[config.mk]
export PLATFORM = sky130hd
export DESIGN_NAME = motor_feedback_decode_unwrap_core
export DESIGN_NICKNAME = d
export VERILOG_FILES = /design/src/rtl/mfd_pkg.sv /design/src/rtl/mfd_lane.sv /design/src/rtl/mfd_dp.sv /design/src/rtl/mfd_ctrl.sv /design/src/rtl/motor_feedback_decode_unwrap_core.sv
export SDC_FILE = /design/constraint.sdc
export NUM_CORES = 2
export LEC_CHECK = 0
export ABC_AREA = 0
export ABC_CLOCK_PERIOD_IN_PS = 6900
export BUFFER_PORTS_ARGS = -buffer_cell sky130_fd_sc_hd__buf_2
export CAP_MARGIN = 20
export CORE_ASPECT_RATIO = 1.2
export CORE_MARGIN = 2
export CORE_UTILIZATION = 59
export CTS_CLUSTER_DIAMETER = 200
export CTS_CLUSTER_SIZE = 24
export DETAILED_ROUTE_END_ITERATION = 12
export PLACE_DENSITY = 0.82
export SLEW_MARGIN = 20
export SYNTH_ARGS = -nofsm -noshare
export SYNTH_HDL_FRONTEND = slang
export SYNTH_SLANG_ARGS = --single-unit
[constraint.sdc]
create_clock -name clk -period 6.9 [get_ports clk]
set_input_delay 0.345 -clock clk [delete_from_list [all_inputs] [get_ports clk]]
set_output_delay 0.345 -clock clk [all_outputs]
set_load 0.05 [all_outputs]
[src/rtl/mfd_pkg.sv]
`timescale 1ns / 1ps

package mfd_pkg;

  // Field widths fixed by the frame and result formats.
  localparam int unsigned POS_CODE_W  = 16;
  localparam int unsigned VT_CODE_W   = 12;
  localparam int unsigned FULL_W      = 24;
  localparam int unsigned VALUE_W     = 25;
  localparam int unsigned TOTAL_OUT_W = 48;
  localparam int unsigned CFG_IDX_W   = 3;
  localparam int unsigned CFG_DATA_W  = 24;
  localparam int unsigned LEN_W       = 4;
  localparam int unsigned NODE_W      = 4;
  localparam int unsigned BUS_W       = 2;

  localparam logic [LEN_W-1:0] MIN_FRAME_LEN = 4'd6;

  localparam logic [NODE_W-1:0] NODE_ID_RST    = 4'd1;
  localparam logic [BUS_W-1:0]  BUS_INDEX_RST  = 2'd0;
  localparam logic [FULL_W-1:0] ANGLE_MAX_RST  = 24'd819200;
  localparam logic [FULL_W-1:0] OMEGA_MAX_RST  = 24'd3276800;
  localparam logic [FULL_W-1:0] TORQUE_MAX_RST = 24'd1179648;

  typedef enum logic [CFG_IDX_W-1:0] {
    REG_NODE_ID    = 3'd0,
    REG_BUS_INDEX  = 3'd1,
    REG_ANGLE_MAX  = 3'd2,
    REG_OMEGA_MAX  = 3'd3,
    REG_TORQUE_MAX = 3'd4
  } cfg_reg_t;

  typedef struct packed {
    logic load;
    logic fold;
    logic finish;
    logic delta;
    logic accum;
    logic push;
  } dp_cmd_t;

  typedef struct packed {
    logic frame_ok;
    logic out_free;
  } dp_status_t;

endpackage

[src/rtl/mfd_lane.sv]
`timescale 1ns / 1ps

// Maps one code onto [-full, +full]: round(2*code*full / (2^CODE_W - 1)) - full.
// The division by 2^CODE_W - 1 is done by folding the high part onto the low
// part, one fold per cycle, then a single compare and correct.
module mfd_lane #(
  parameter int unsigned CODE_W = 16
) (
  input  logic                                 clk,
  input  logic                                 load,
  input  logic                                 fold,
  input  logic                                 finish,
  input  logic [CODE_W-1:0]                    code,
  input  logic [mfd_pkg::FULL_W-1:0]           full,
  output logic signed [mfd_pkg::VALUE_W-1:0]   value
);

  localparam int unsigned N_W    = CODE_W + mfd_pkg::FULL_W + 1;
  localparam int unsigned PROD_W = CODE_W + mfd_pkg::FULL_W;
  localparam int unsigned HI_W   = N_W - CODE_W;
  localparam int unsigned Q_W    = mfd_pkg::FULL_W + 2;
  localparam logic [N_W-1:0] DIVISOR = N_W'((64'd1 << CODE_W) - 64'd1);
  localparam logic [N_W-1:0] HALF    = N_W'((64'd1 << (CODE_W - 1)) - 64'd1);

  logic [N_W-1:0]            n_r, n_nxt;
  logic [Q_W-1:0]            q_r, q_nxt;
  logic signed [mfd_pkg::VALUE_W-1:0] value_r, value_nxt;
  logic [PROD_W-1:0]         prod;
  logic [HI_W-1:0]           hi_part;
  logic [CODE_W-1:0]         lo_part;
  logic [Q_W-1:0]            q_final;

  assign prod    = PROD_W'(code) * PROD_W'(full);
  assign hi_part = n_r[N_W-1:CODE_W];
  assign lo_part = n_r[CODE_W-1:0];
  assign q_final = q_r + Q_W'(n_r >= DIVISOR) - Q_W'(full);

  always_comb begin
    n_nxt     = n_r;
    q_nxt     = q_r;
    value_nxt = value_r;
    if (load) begin
      n_nxt = {prod, 1'b0} + HALF;
      q_nxt = '0;
    end else if (fold) begin
      // n = hi*2^CODE_W + lo = hi*DIVISOR + (hi + lo)
      n_nxt = N_W'(hi_part) + N_W'(lo_part);
      q_nxt = q_r + Q_W'(hi_part);
    end else if (finish) begin
      value_nxt = q_final[mfd_pkg::VALUE_W-1:0];
    end
  end

  always_ff @(posedge clk) begin
    n_r     <= n_nxt;
    q_r     <= q_nxt;
    value_r <= value_nxt;
  end

  assign value = value_r;

endmodule

[src/rtl/mfd_dp.sv]
`timescale 1ns / 1ps

module mfd_dp #(
  parameter int unsigned TOTAL_WIDTH = 48
) (
  input  logic                                    clk,
  input  logic                                    rst_n,
  input  mfd_pkg::dp_cmd_t                        cmd,
  output mfd_pkg::dp_status_t                     status,
  input  logic                                    cfg_valid,
  input  logic                                    cfg_ready,
  input  logic [mfd_pkg::CFG_IDX_W-1:0]           cfg_index,
  input  logic [mfd_pkg::CFG_DATA_W-1:0]          cfg_data,
  input  logic                                    in_standard_id,
  input  logic                                    in_data_frame,
  input  logic [mfd_pkg::LEN_W-1:0]               in_frame_length,
  input  logic [7:0]                              in_id_byte,
  input  logic [7:0]                              in_position_high,
  input  logic [7:0]                              in_position_low,
  input  logic [7:0]                              in_velocity_high,
  input  logic [7:0]                              in_velocity_torque_mix,
  input  logic [7:0]                              in_torque_low,
  output logic                                    out_valid,
  input  logic                                    out_ready,
  output logic [mfd_pkg::BUS_W-1:0]               out_bus_tag,
  output logic [mfd_pkg::NODE_W-1:0]              out_motor_id,
  output logic signed [mfd_pkg::VALUE_W-1:0]      out_angle,
  output logic signed [mfd_pkg::TOTAL_OUT_W-1:0]  out_total_angle,
  output logic signed [mfd_pkg::VALUE_W-1:0]      out_velocity,
  output logic signed [mfd_pkg::VALUE_W-1:0]      out_torque
);

  localparam int unsigned DELTA_W = mfd_pkg::VALUE_W + 2;
  localparam logic signed [TOTAL_WIDTH-1:0] SMAX = {1'b0, {(TOTAL_WIDTH-1){1'b1}}};
  localparam logic signed [TOTAL_WIDTH-1:0] SMIN = {1'b1, {(TOTAL_WIDTH-1){1'b0}}};

  // Configuration registers.
  logic [mfd_pkg::NODE_W-1:0] node_id_r;
  logic [mfd_pkg::BUS_W-1:0]  bus_index_r;
  logic [mfd_pkg::FULL_W-1:0] angle_max_r, omega_max_r, torque_max_r;

  always_ff @(posedge clk) begin
    if (!rst_n) begin
      node_id_r    <= mfd_pkg::NODE_ID_RST;
      bus_index_r  <= mfd_pkg::BUS_INDEX_RST;
      angle_max_r  <= mfd_pkg::ANGLE_MAX_RST;
      omega_max_r  <= mfd_pkg::OMEGA_MAX_RST;
      torque_max_r <= mfd_pkg::TORQUE_MAX_RST;
    end else if (cfg_valid && cfg_ready) begin
      case (cfg_index)
        mfd_pkg::REG_NODE_ID:    node_id_r    <= cfg_data[mfd_pkg::NODE_W-1:0];
        mfd_pkg::REG_BUS_INDEX:  bus_index_r  <= cfg_data[mfd_pkg::BUS_W-1:0];
        mfd_pkg::REG_ANGLE_MAX:  angle_max_r  <= cfg_data;
        mfd_pkg::REG_OMEGA_MAX:  omega_max_r  <= cfg_data;
        mfd_pkg::REG_TORQUE_MAX: torque_max_r <= cfg_data;
        default: ;
      endcase
    end
  end

  // Frame filter.
  assign status.frame_ok = in_standard_id && in_data_frame &&
                           (in_frame_length >= mfd_pkg::MIN_FRAME_LEN) &&
                           (in_id_byte[mfd_pkg::NODE_W-1:0] == node_id_r);

  logic [mfd_pkg::POS_CODE_W-1:0] pos_code;
  logic [mfd_pkg::VT_CODE_W-1:0]  vel_code, trq_code;
  logic signed [mfd_pkg::VALUE_W-1:0] ang_val, vel_val, trq_val;

  assign pos_code = {in_position_high, in_position_low};
  assign vel_code = {in_velocity_high, in_velocity_torque_mix[7:4]};
  assign trq_code = {in_velocity_torque_mix[3:0], in_torque_low};

  mfd_lane #(.CODE_W(mfd_pkg::POS_CODE_W)) u_pos_lane (
    .clk(clk), .load(cmd.load), .fold(cmd.fold), .finish(cmd.finish),
    .code(pos_code), .full(angle_max_r), .value(ang_val)
  );

  mfd_lane #(.CODE_W(mfd_pkg::VT_CODE_W)) u_vel_lane (
    .clk(clk), .load(cmd.load), .fold(cmd.fold), .finish(cmd.finish),
    .code(vel_code), .full(omega_max_r), .value(vel_val)
  );

  mfd_lane #(.CODE_W(mfd_pkg::VT_CODE_W)) u_trq_lane (
    .clk(clk), .load(cmd.load), .fold(cmd.fold), .finish(cmd.finish),
    .code(trq_code), .full(torque_max_r), .value(trq_val)
  );

  // Unwrap state.
  logic                            seeded_r;
  logic signed [mfd_pkg::VALUE_W-1:0] prev_angle_r;
  logic signed [TOTAL_WIDTH-1:0]   acc_r;
  logic signed [DELTA_W-1:0]       delta_r;
  logic signed [DELTA_W-1:0]       diff, amax_s, two_amax_s, delta_nxt;
  logic signed [TOTAL_WIDTH:0]     sum;
  logic signed [TOTAL_WIDTH-1:0]   acc_sum_sat;
  logic signed [63:0]              acc_wide;

  assign diff       = DELTA_W'(ang_val) - DELTA_W'(prev_angle_r);
  assign amax_s     = DELTA_W'(angle_max_r);
  assign two_amax_s = DELTA_W'({angle_max_r, 1'b0});

  always_comb begin
    if (diff > amax_s) begin
      delta_nxt = diff - two_amax_s;
    end else if (diff < -amax_s) begin
      delta_nxt = diff + two_amax_s;
    end else begin
      delta_nxt = diff;
    end
  end

  assign sum = (TOTAL_WIDTH+1)'(acc_r) + (TOTAL_WIDTH+1)'(delta_r);

  always_comb begin
    if (sum[TOTAL_WIDTH] != sum[TOTAL_WIDTH-1]) begin
      acc_sum_sat = sum[TOTAL_WIDTH] ? SMIN : SMAX;
    end else begin
      acc_sum_sat = sum[TOTAL_WIDTH-1:0];
    end
  end

  always_ff @(posedge clk) begin
    if (cmd.delta) begin
      delta_r <= delta_nxt;
    end
  end

  always_ff @(posedge clk) begin
    if (!rst_n) begin
      seeded_r     <= 1'b0;
      prev_angle_r <= '0;
      acc_r        <= '0;
    end else if (cmd.accum) begin
      seeded_r     <= 1'b1;
      prev_angle_r <= ang_val;
      acc_r        <= seeded_r ? acc_sum_sat : TOTAL_WIDTH'(ang_val);
    end
  end

  // The result field is the running total sign-extended or cut to 48 bits.
  assign acc_wide = 64'(acc_r);

  // Output register.
  logic out_valid_r;

  assign status.out_free = !out_valid_r || out_ready;

  always_ff @(posedge clk) begin
    if (!rst_n) begin
      out_valid_r <= 1'b0;
    end else if (cmd.push) begin
      out_valid_r <= 1'b1;
    end else if (out_ready) begin
      out_valid_r <= 1'b0;
    end
  end

  always_ff @(posedge clk) begin
    if (cmd.push) begin
      out_bus_tag     <= bus_index_r;
      out_motor_id    <= node_id_r;
      out_angle       <= ang_val;
      out_total_angle <= acc_wide[mfd_pkg::TOTAL_OUT_W-1:0];
      out_velocity    <= vel_val;
      out_torque      <= trq_val;
    end
  end

  assign out_valid = out_valid_r;

endmodule

[src/rtl/mfd_ctrl.sv]
`timescale 1ns / 1ps

module mfd_ctrl (
  input  logic                 clk,
  input  logic                 rst_n,
  input  logic                 in_valid,
  output logic                 in_ready,
  input  mfd_pkg::dp_status_t  status,
  output mfd_pkg::dp_cmd_t     cmd
);

  typedef enum logic [2:0] {
    ST_IDLE,
    ST_FOLD1,
    ST_FOLD2,
    ST_FOLD3,
    ST_FINISH,
    ST_DELTA,
    ST_ACCUM,
    ST_PUSH
  } state_t;

  state_t state_r, state_nxt;

  always_comb begin
    state_nxt = state_r;
    case (state_r)
      ST_IDLE: begin
        // Frames that fail the filter are taken and dropped here.
        if (in_valid && status.frame_ok) begin
          state_nxt = ST_FOLD1;
        end
      end
      ST_FOLD1:  state_nxt = ST_FOLD2;
      ST_FOLD2:  state_nxt = ST_FOLD3;
      ST_FOLD3:  state_nxt = ST_FINISH;
      ST_FINISH: state_nxt = ST_DELTA;
      ST_DELTA:  state_nxt = ST_ACCUM;
      ST_ACCUM:  state_nxt = ST_PUSH;
      ST_PUSH: begin
        if (status.out_free) begin
          state_nxt = ST_IDLE;
        end
      end
      default:   state_nxt = ST_IDLE;
    endcase
  end

  always_ff @(posedge clk) begin
    if (!rst_n) begin
      state_r <= ST_IDLE;
    end else begin
      state_r <= state_nxt;
    end
  end

  always_comb begin
    cmd        = '0;
    cmd.load   = (state_r == ST_IDLE) && in_valid && status.frame_ok;
    cmd.fold   = state_r inside {ST_FOLD1, ST_FOLD2, ST_FOLD3};
    cmd.finish = (state_r == ST_FINISH);
    cmd.delta  = (state_r == ST_DELTA);
    cmd.accum  = (state_r == ST_ACCUM);
    cmd.push   = (state_r == ST_PUSH) && status.out_free;
  end

  assign in_ready = (state_r == ST_IDLE);

endmodule

[src/rtl/motor_feedback_decode_unwrap_core.sv]
// Flow: an accepted frame goes through the three-fold constant division in the
// mapping lanes, the finish step and the two-step unwrap, then is pushed once
// the previous result has left the output register. No new frame is taken until
// the push; a frame that fails the filter is taken and dropped in idle state.
// Reset (rst_n, synchronous): registers take their default values, the
// multi-turn total clears and the next accepted frame seeds it.
`timescale 1ns / 1ps

module motor_feedback_decode_unwrap_core #(
  parameter int unsigned TOTAL_WIDTH = 48
) (
  input  logic                                    clk,
  input  logic                                    rst_n,
  input  logic                                    cfg_valid,
  output logic                                    cfg_ready,
  input  logic [mfd_pkg::CFG_IDX_W-1:0]           cfg_index,
  input  logic [mfd_pkg::CFG_DATA_W-1:0]          cfg_data,
  input  logic                                    in_valid,
  output logic                                    in_ready,
  input  logic                                    in_standard_id,
  input  logic                                    in_data_frame,
  input  logic [mfd_pkg::LEN_W-1:0]               in_frame_length,
  input  logic [7:0]                              in_id_byte,
  input  logic [7:0]                              in_position_high,
  input  logic [7:0]                              in_position_low,
  input  logic [7:0]                              in_velocity_high,
  input  logic [7:0]                              in_velocity_torque_mix,
  input  logic [7:0]                              in_torque_low,
  output logic                                    out_valid,
  input  logic                                    out_ready,
  output logic [mfd_pkg::BUS_W-1:0]               out_bus_tag,
  output logic [mfd_pkg::NODE_W-1:0]              out_motor_id,
  output logic signed [mfd_pkg::VALUE_W-1:0]      out_angle,
  output logic signed [mfd_pkg::TOTAL_OUT_W-1:0]  out_total_angle,
  output logic signed [mfd_pkg::VALUE_W-1:0]      out_velocity,
  output logic signed [mfd_pkg::VALUE_W-1:0]      out_torque
);

  mfd_pkg::dp_cmd_t    cmd;
  mfd_pkg::dp_status_t status;

  assign cfg_ready = 1'b1;

  mfd_ctrl u_ctrl (
    .clk      (clk),
    .rst_n    (rst_n),
    .in_valid (in_valid),
    .in_ready (in_ready),
    .status   (status),
    .cmd      (cmd)
  );

  mfd_dp #(.TOTAL_WIDTH(TOTAL_WIDTH)) u_dp (
    .clk                    (clk),
    .rst_n                  (rst_n),
    .cmd                    (cmd),
    .status                 (status),
    .cfg_valid              (cfg_valid),
    .cfg_ready              (cfg_ready),
    .cfg_index              (cfg_index),
    .cfg_data               (cfg_data),
    .in_standard_id         (in_standard_id),
    .in_data_frame          (in_data_frame),
    .in_frame_length        (in_frame_length),
    .in_id_byte             (in_id_byte),
    .in_position_high       (in_position_high),
    .in_position_low        (in_position_low),
    .in_velocity_high       (in_velocity_high),
    .in_velocity_torque_mix (in_velocity_torque_mix),
    .in_torque_low          (in_torque_low),
    .out_valid              (out_valid),
    .out_ready              (out_ready),
    .out_bus_tag            (out_bus_tag),
    .out_motor_id           (out_motor_id),
    .out_angle              (out_angle),
    .out_total_angle        (out_total_angle),
    .out_velocity           (out_velocity),
    .out_torque             (out_torque)
  );

`ifndef NO_ASSERTIONS
  // A lane load happens only for an accepted frame that passes the filter.
  a_load_on_accept: assert property (@(posedge clk) disable iff (!rst_n)
    cmd.load |-> (in_valid && in_ready && status.frame_ok))
    else $error("lane load without an accepted good frame");

  // Once a good frame is taken, no new item is taken in the next cycle.
  a_busy_after_good: assert property (@(posedge clk) disable iff (!rst_n)
    (in_valid && in_ready && status.frame_ok) |=> !in_ready)
    else $error("input taken while a frame is in work");

  // A result is never written over one that has not been delivered.
  a_push_free: assert property (@(posedge clk) disable iff (!rst_n)
    cmd.push |-> status.out_free)
    else $error("output register overwritten");

  // A new result appears only from a push in the cycle before.
  a_valid_from_push: assert property (@(posedge clk) disable iff (!rst_n)
    $rose(out_valid) |-> $past(cmd.push))
    else $error("output valid without a push");
`endif

endmodule
# After elaboration in Yosys (flattened, before gate mapping)
# Index checks and enable logic that the tools add are counted.
# classes
add_sub_neg	20
n_mul	3
n_div	0
order_cmp	6
n_eq_ne	15
shifts	0
mux	16
bitwise	2
n_reduce_logical	21
# op_table
cell	n
$mux W37	4
$mux W48	3
$mux W41	2
$add A26 B25 Y26	3
$add A25 B1 Y25	3
$sub A25 B24 Y25	3
$add A37 B11 Y37 const B	2
$ge A37 B12 Y1 const B	2
$mul A12 B24 Y36	2
$mux W27	2
$add A25 B12 Y26	2
$add A48 B27 Y49	1
$add A41 B15 Y41 const B	1
$ge A41 B16 Y1 const B	1
$mul A16 B24 Y40	1
$add A27 B26 Y27	1
$gt A27 B25 Y1	1
$lt A27 B27 Y1	1
$neg A24 Y27	1
$sub A27 B26 Y27	1
$add A25 B16 Y26	1
$sub A25 B25 Y26	1
$pmux W3 S8	1
$eq A3 B3 Y1 const B	5
other kinds (17)	38
# totals
ff_bits	580
latch_bits	0
ramBits	0
rom_bits	0
wordCells	109
mem_count	0

# Longest topological paths before layout
# logic_depth
ltp_word	6
depth_mapped	28
ltp_nobuf	26

# Hierarchy
# A second synthesis with hierarchy kept.
# unflattened
cells_unflattened	8304
hier_area_um2	72435.7
# by_module_without_submodules
module	n_inst	cells_each	area_per_inst_um2	seq_area_each_um2
mfd_lane (u_dp.u_pos_lane)	1	2333	20243.2	2482.4
mfd_dp	1	2112	19185.9	7747.4
mfd_lane (u_dp.u_vel_lane)	1	1917	16377.0	2362.3
mfd_lane (u_dp.u_trq_lane)	1	1909	16348.2	2362.3
mfd_ctrl	1	31	270.3	60.1
motor_feedback_decode_unwrap_core	1	2	11.3	0.0

# Worst setup path before layout
# No wires, ideal clock.
# synth_timing
path_type	reg2reg
startpoint	register u_dp.angle_max_r[8] (netlist bit)
endpoint	register u_dp.u_pos_lane.n_r[40] (data pin)
setup_ps	146
t_arrival_ps	7223
required_time_ps	6754
slack_ps	-469
path_stages_with_launch	28
path_buffers	2
synth_period_minus_slack_ps	7369
cell_sequence	dfxtp_1 > clkbuf_1 > clkbuf_1 > nand2_1 > fa_1 > inv_1 > fa_1 > inv_1 > fa_1 > inv_1 > fa_1 > fa_1 > inv_1 > fa_1 > inv_1 > ha_1 > a21oi_1 > o21a_1 > a21oi_1 > a21oi_1 > nand2_1 > xor2_1 > nand4_2 > or3b_4 > nor4_4 > nand2_2 > or4_1 > a21oi_1
# synth_via
elab_chain_cells	3
# synth_lines
item	line_no	rtl
start: declaration	mfd_dp.sv:40	logic [mfd_pkg::FULL_W-1:0] angle_max_r, omega_max_r, torque_max_r;
start signal: assignment	mfd_dp.sv:46	angle_max_r <= mfd_pkg::ANGLE_MAX_RST;
start signal: assignment	mfd_dp.sv:53	mfd_pkg::REG_ANGLE_MAX: angle_max_r <= cfg_data;
$mul A16 B24 Y40	mfd_lane.sv:33	assign prod = PROD_W'(code) * PROD_W'(full);
$add A41 B15 Y41	mfd_lane.sv:43	n_nxt = {prod, 1'b0} + HALF;
$mux W41	mfd_lane.sv:42	if (load) begin
end signal: assignment	mfd_lane.sv:55	n_r <= n_nxt;
end: declaration	mfd_lane.sv:25	logic [N_W-1:0] n_r, n_nxt;
# No other way between the ends.
# A chain may end at the register's enable or synchronous reset.

# Worst setup path after layout
# layout_timing
startpoint	register u_dp.angle_max_r[5] (netlist bit)
endpoint	register u_dp.u_pos_lane.n_r[40] (data pin)
# Same word-level chain as after synthesis.

==> reports/results.ini <==
[global_route]
grt_util_all_layers_pct = 35.0
grt_pass1_vias = 62300
grt_overflow = 0
grt_max_degree = 144
grt_pass1_wl_mm = 335
grt_antenna_before_repair = 11

[synthesis]
synth_fp_nets = 9405
synthArstFlopShare_pct = 0
ys.flop_type = edfxtp_1
synth_edf_count = 346
avgSynthCellArea_um2 = 8.86
syn_inst = 7868
synth_warnings = 0
netlist_area_mm2 = 0.0697
ys_seq_area_share_pct = 21.5
synth.distinct_cells = 113
ys_ff_latch = 577

[final_layout]
mostFrequentLayoutCell = nand2_1
syn_to_final_growth_pct = 11.5
multi_input_area_mm2 = 0.0505
fin_nets = 9865
instances_no_fill = 9893
final_cell_mix = nand2_1 (1181), inv_1 (1004), fa_1 (736), ha_1 (674), buf_4 (491)
final-seq-area_mm2 = 0.0151
fillers = 9165
drive_gt1_share_pct = 13.0

[setup_path]
rr_endpoint = u_dp.u_pos_lane.n_r[40]$_SDFFCE_PN0P_
worstReg2RegStart = u_dp.angle_max_r[5]$_SDFFE_PN0P_
slowest_stage = fa_1
path_class = flop to flop
reg2reg_depth = 26
crit_top_cell = fa_1
cp.required_ns = 7.26
setup.worst_path.end = u_dp.u_pos_lane.n_r[40]$_SDFFCE_PN0P_
max_stage_delay_ns = 0.61
cp-startpoint = u_dp.angle_max_r[5]$_SDFFE_PN0P_
crit_path_max_fanout = 6
r2r_setup_slack_ns = -0.39
arrival_ns = 7.65
endpoint_kind = flop
startpoint_type = flop

[run]
cap_violations = 0

[timing]
layout_setup_ws_ns = -0.387
worstMarginPinSlew_ns = 1.05
fmax_ghz = 0.137
hold_ws_ns = 0.0360
hold_viol = 0
slew_violations = 0
final.setup.tns_ns = -2.97
fin_crit_ns = 7.29
final-setup-viol-count = 17
maxSlewHeadroom_pct = 29.2
period_share_pct = 106
fin_skew_ns = 0.0476
grt_setup_unrepaired = yes

[drt]
drtIter0Drc = 5694
via_count = 60500
final_antenna_net_count = 0
drc_errors = 0
vias_per_cell = 6.12
routed_wl_mm = 214
first_pass_iters = 8
post_drt_wl_per_cell_um = 21.7

[place]
placed_cells = 9759
io_buffer_count = 211
hpwlAfterDp_mm = 168
place_ws_ns = -0.474
gp_congestion = 1.00

[pwr]
cellPowerDensity_mw_per_mm2 = 213
leakagePower_nw = 35.1
total_power_w = 0.0165
ir_drop_mv = 0.284

[status]
status = finished, violations left
violations = setup timing

[clocking]
cts.sinks = 577
clock_path_buffers = 3
ctsHtreeMaxLevel = 1
clk_latency_ns = 0.68
cts_buffers = 28
path_clk_slew_ns = 0.13
root_buffer = clkbuf_16
cts_tree = yes

[floorplan]
die_x_um = 318
die_h_um = 381
core_mm2 = 0.118
design.die.area_mm2 = 0.121
initial_core_util_pct = 59.3
pin_count = 218
row_count = 138

[min_path]
hp-class = input port to flop

==> through the flow <==
step / area (um^2) / utilization, %
6_report: 77700 / 66.1
5_1_grt: 77700 / 66.1
4_1_cts: 77100 / 65.5
3_5_place_dp: 75200 / 63.9
3_3_place_gp: 75200 / 63.9
2_1_floorplan: 70000 / -
==> flip-flops by register name (all words and copies together), names as in the netlist, 3 cells and up <==
| signal | count |
|---|---|
| u_dp.u_pos_lane.q_r | 25 |
| u_dp.node_id_r | 4 |
| u_dp.u_pos_lane.n_r | 41 |
| u_dp.delta_r | 27 |
| u_dp.out_velocity | 25 |
| u_dp.prev_angle_r | 25 |
| u_dp.omega_max_r | 24 |
| u_dp.acc_r | 48 |
| u_dp.u_vel_lane.value | 25 |
| u_dp.u_vel_lane.n_r | 37 |
| u_dp.u_trq_lane.n_r | 37 |
| u_dp.out_torque | 25 |
| u_dp.u_pos_lane.value | 25 |
| u_ctrl.state_r | 3 |
| u_dp.torque_max_r | 24 |
| u_dp.angle_max_r | 24 |
| u_dp.out_total_angle | 48 |
| u_dp.u_vel_lane.q_r | 25 |
| u_dp.out_angle | 25 |
| u_dp.out_motor_id | 4 |
| u_dp.u_trq_lane.q_r | 25 |
| u_dp.u_trq_lane.value | 25 |
==> worst min path at each step <==
stage | from | end | slack, ns | depth (start not counted)
after floorplan | u_dp.u_trq_lane.value[0]$_DFFE_PP_ | u_dp.out_torque[0]$_DFFE_PP_ | 0.40 | 0
after global placement | u_dp.u_trq_lane.value[15]$_DFFE_PP_ | u_dp.out_torque[15]$_DFFE_PP_ | 0.40 | 0
after detailed placement | u_dp.u_trq_lane.value[16]$_DFFE_PP_ | u_dp.out_torque[16]$_DFFE_PP_ | 0.40 | 0
after CTS | cfg_data[19] | u_dp.torque_max_r[19]$_SDFFE_PN0P_ | 0.005 | 3
after global routing | cfg_data[20] | u_dp.omega_max_r[20]$_SDFFE_PN1P_ | 0.007 | 3
final | cfg_data[20] | u_dp.omega_max_r[20]$_SDFFE_PN1P_ | 0.04 | 3
==> area by class of cell <==
class | instances | area share (%)
diodes | 4 | 0.0129
clock buffers | 48 | 0.998
clock inverters | 3 | 0.0531
inverters | 1022 | 4.94
multi-input cells | 5946 | 65.0
flip-flops and latches | 577 | 19.5
well taps | 1540 | 2.48
repair buffers | 753 | 7.04
==> cells in the mapped netlist (142+ instances only) <==
cell type,instances,area share (%)
a21o_1,151,1.6
a21oi_1,403,2.9
and2_1,341,3.1
clkbuf_1,298,1.6
dfxtp_1,231,6.6
edfxtp_1,346,15
fa_1,759,22
ha_1,692,12
inv_1,1022,5.5
nand2_1,1201,6.5
nand3_1,142,1.0
nor2_1,368,2.0
o21ai_0,301,2.2
xnor2_1,282,3.5
xor2_1,154,1.9
==> kinds of logic after synthesis <==
logic type	after synthesis	synth area share (%)
buffers and inverters	1345	7.38
other	1	0.00538
adders and majority gates	1451	34.2
and+or+nand+nor	2585	17.5
AOI/OAI and AO/OA	1458	13.6
muxes	12	0.174
DFF	577	21.5
xor gates and xnor gates	439	5.56
==> timing repair <==
action | 4_1_cts | 5_1_grt
gates resized for setup | 154 | 128
hold buffers | 4 | 0
pin swaps | 109 | 59
buffers inserted | 52 | 22
endpoints found under the hold margin | 4 | 0
setup endpoints to repair | 23 | 81
cloned | 2 | 0
==> metal layers <==
metal	routed length (um)	global-route usage [%]
met2	104000	60.5
met5	62	0
met3	16400	4.91
met4	17400	23.8
met1	76400	40.4
==> worst max-delay path, delay by kind of cell (launching register included) <==
family / cells / cell delay (ns)
flops: 1 / 0.39
fa+ha+maj: 7 / 3.46
xor+xnor: 1 / 0.15
compound gates: 8 / 1.65
buf+inv: 6 / 0.73
simple gates: 4 / 0.60
==> report_power, final <==
group / switching [W] / total (W) / internal, W
logic: 0.00569 / 0.0101 / 0.00442
registers: 0.000287 / 0.00441 / 0.00412
clock network: 0.00124 / 0.00203 / 0.000782
(Power assumes the default switching activity.)
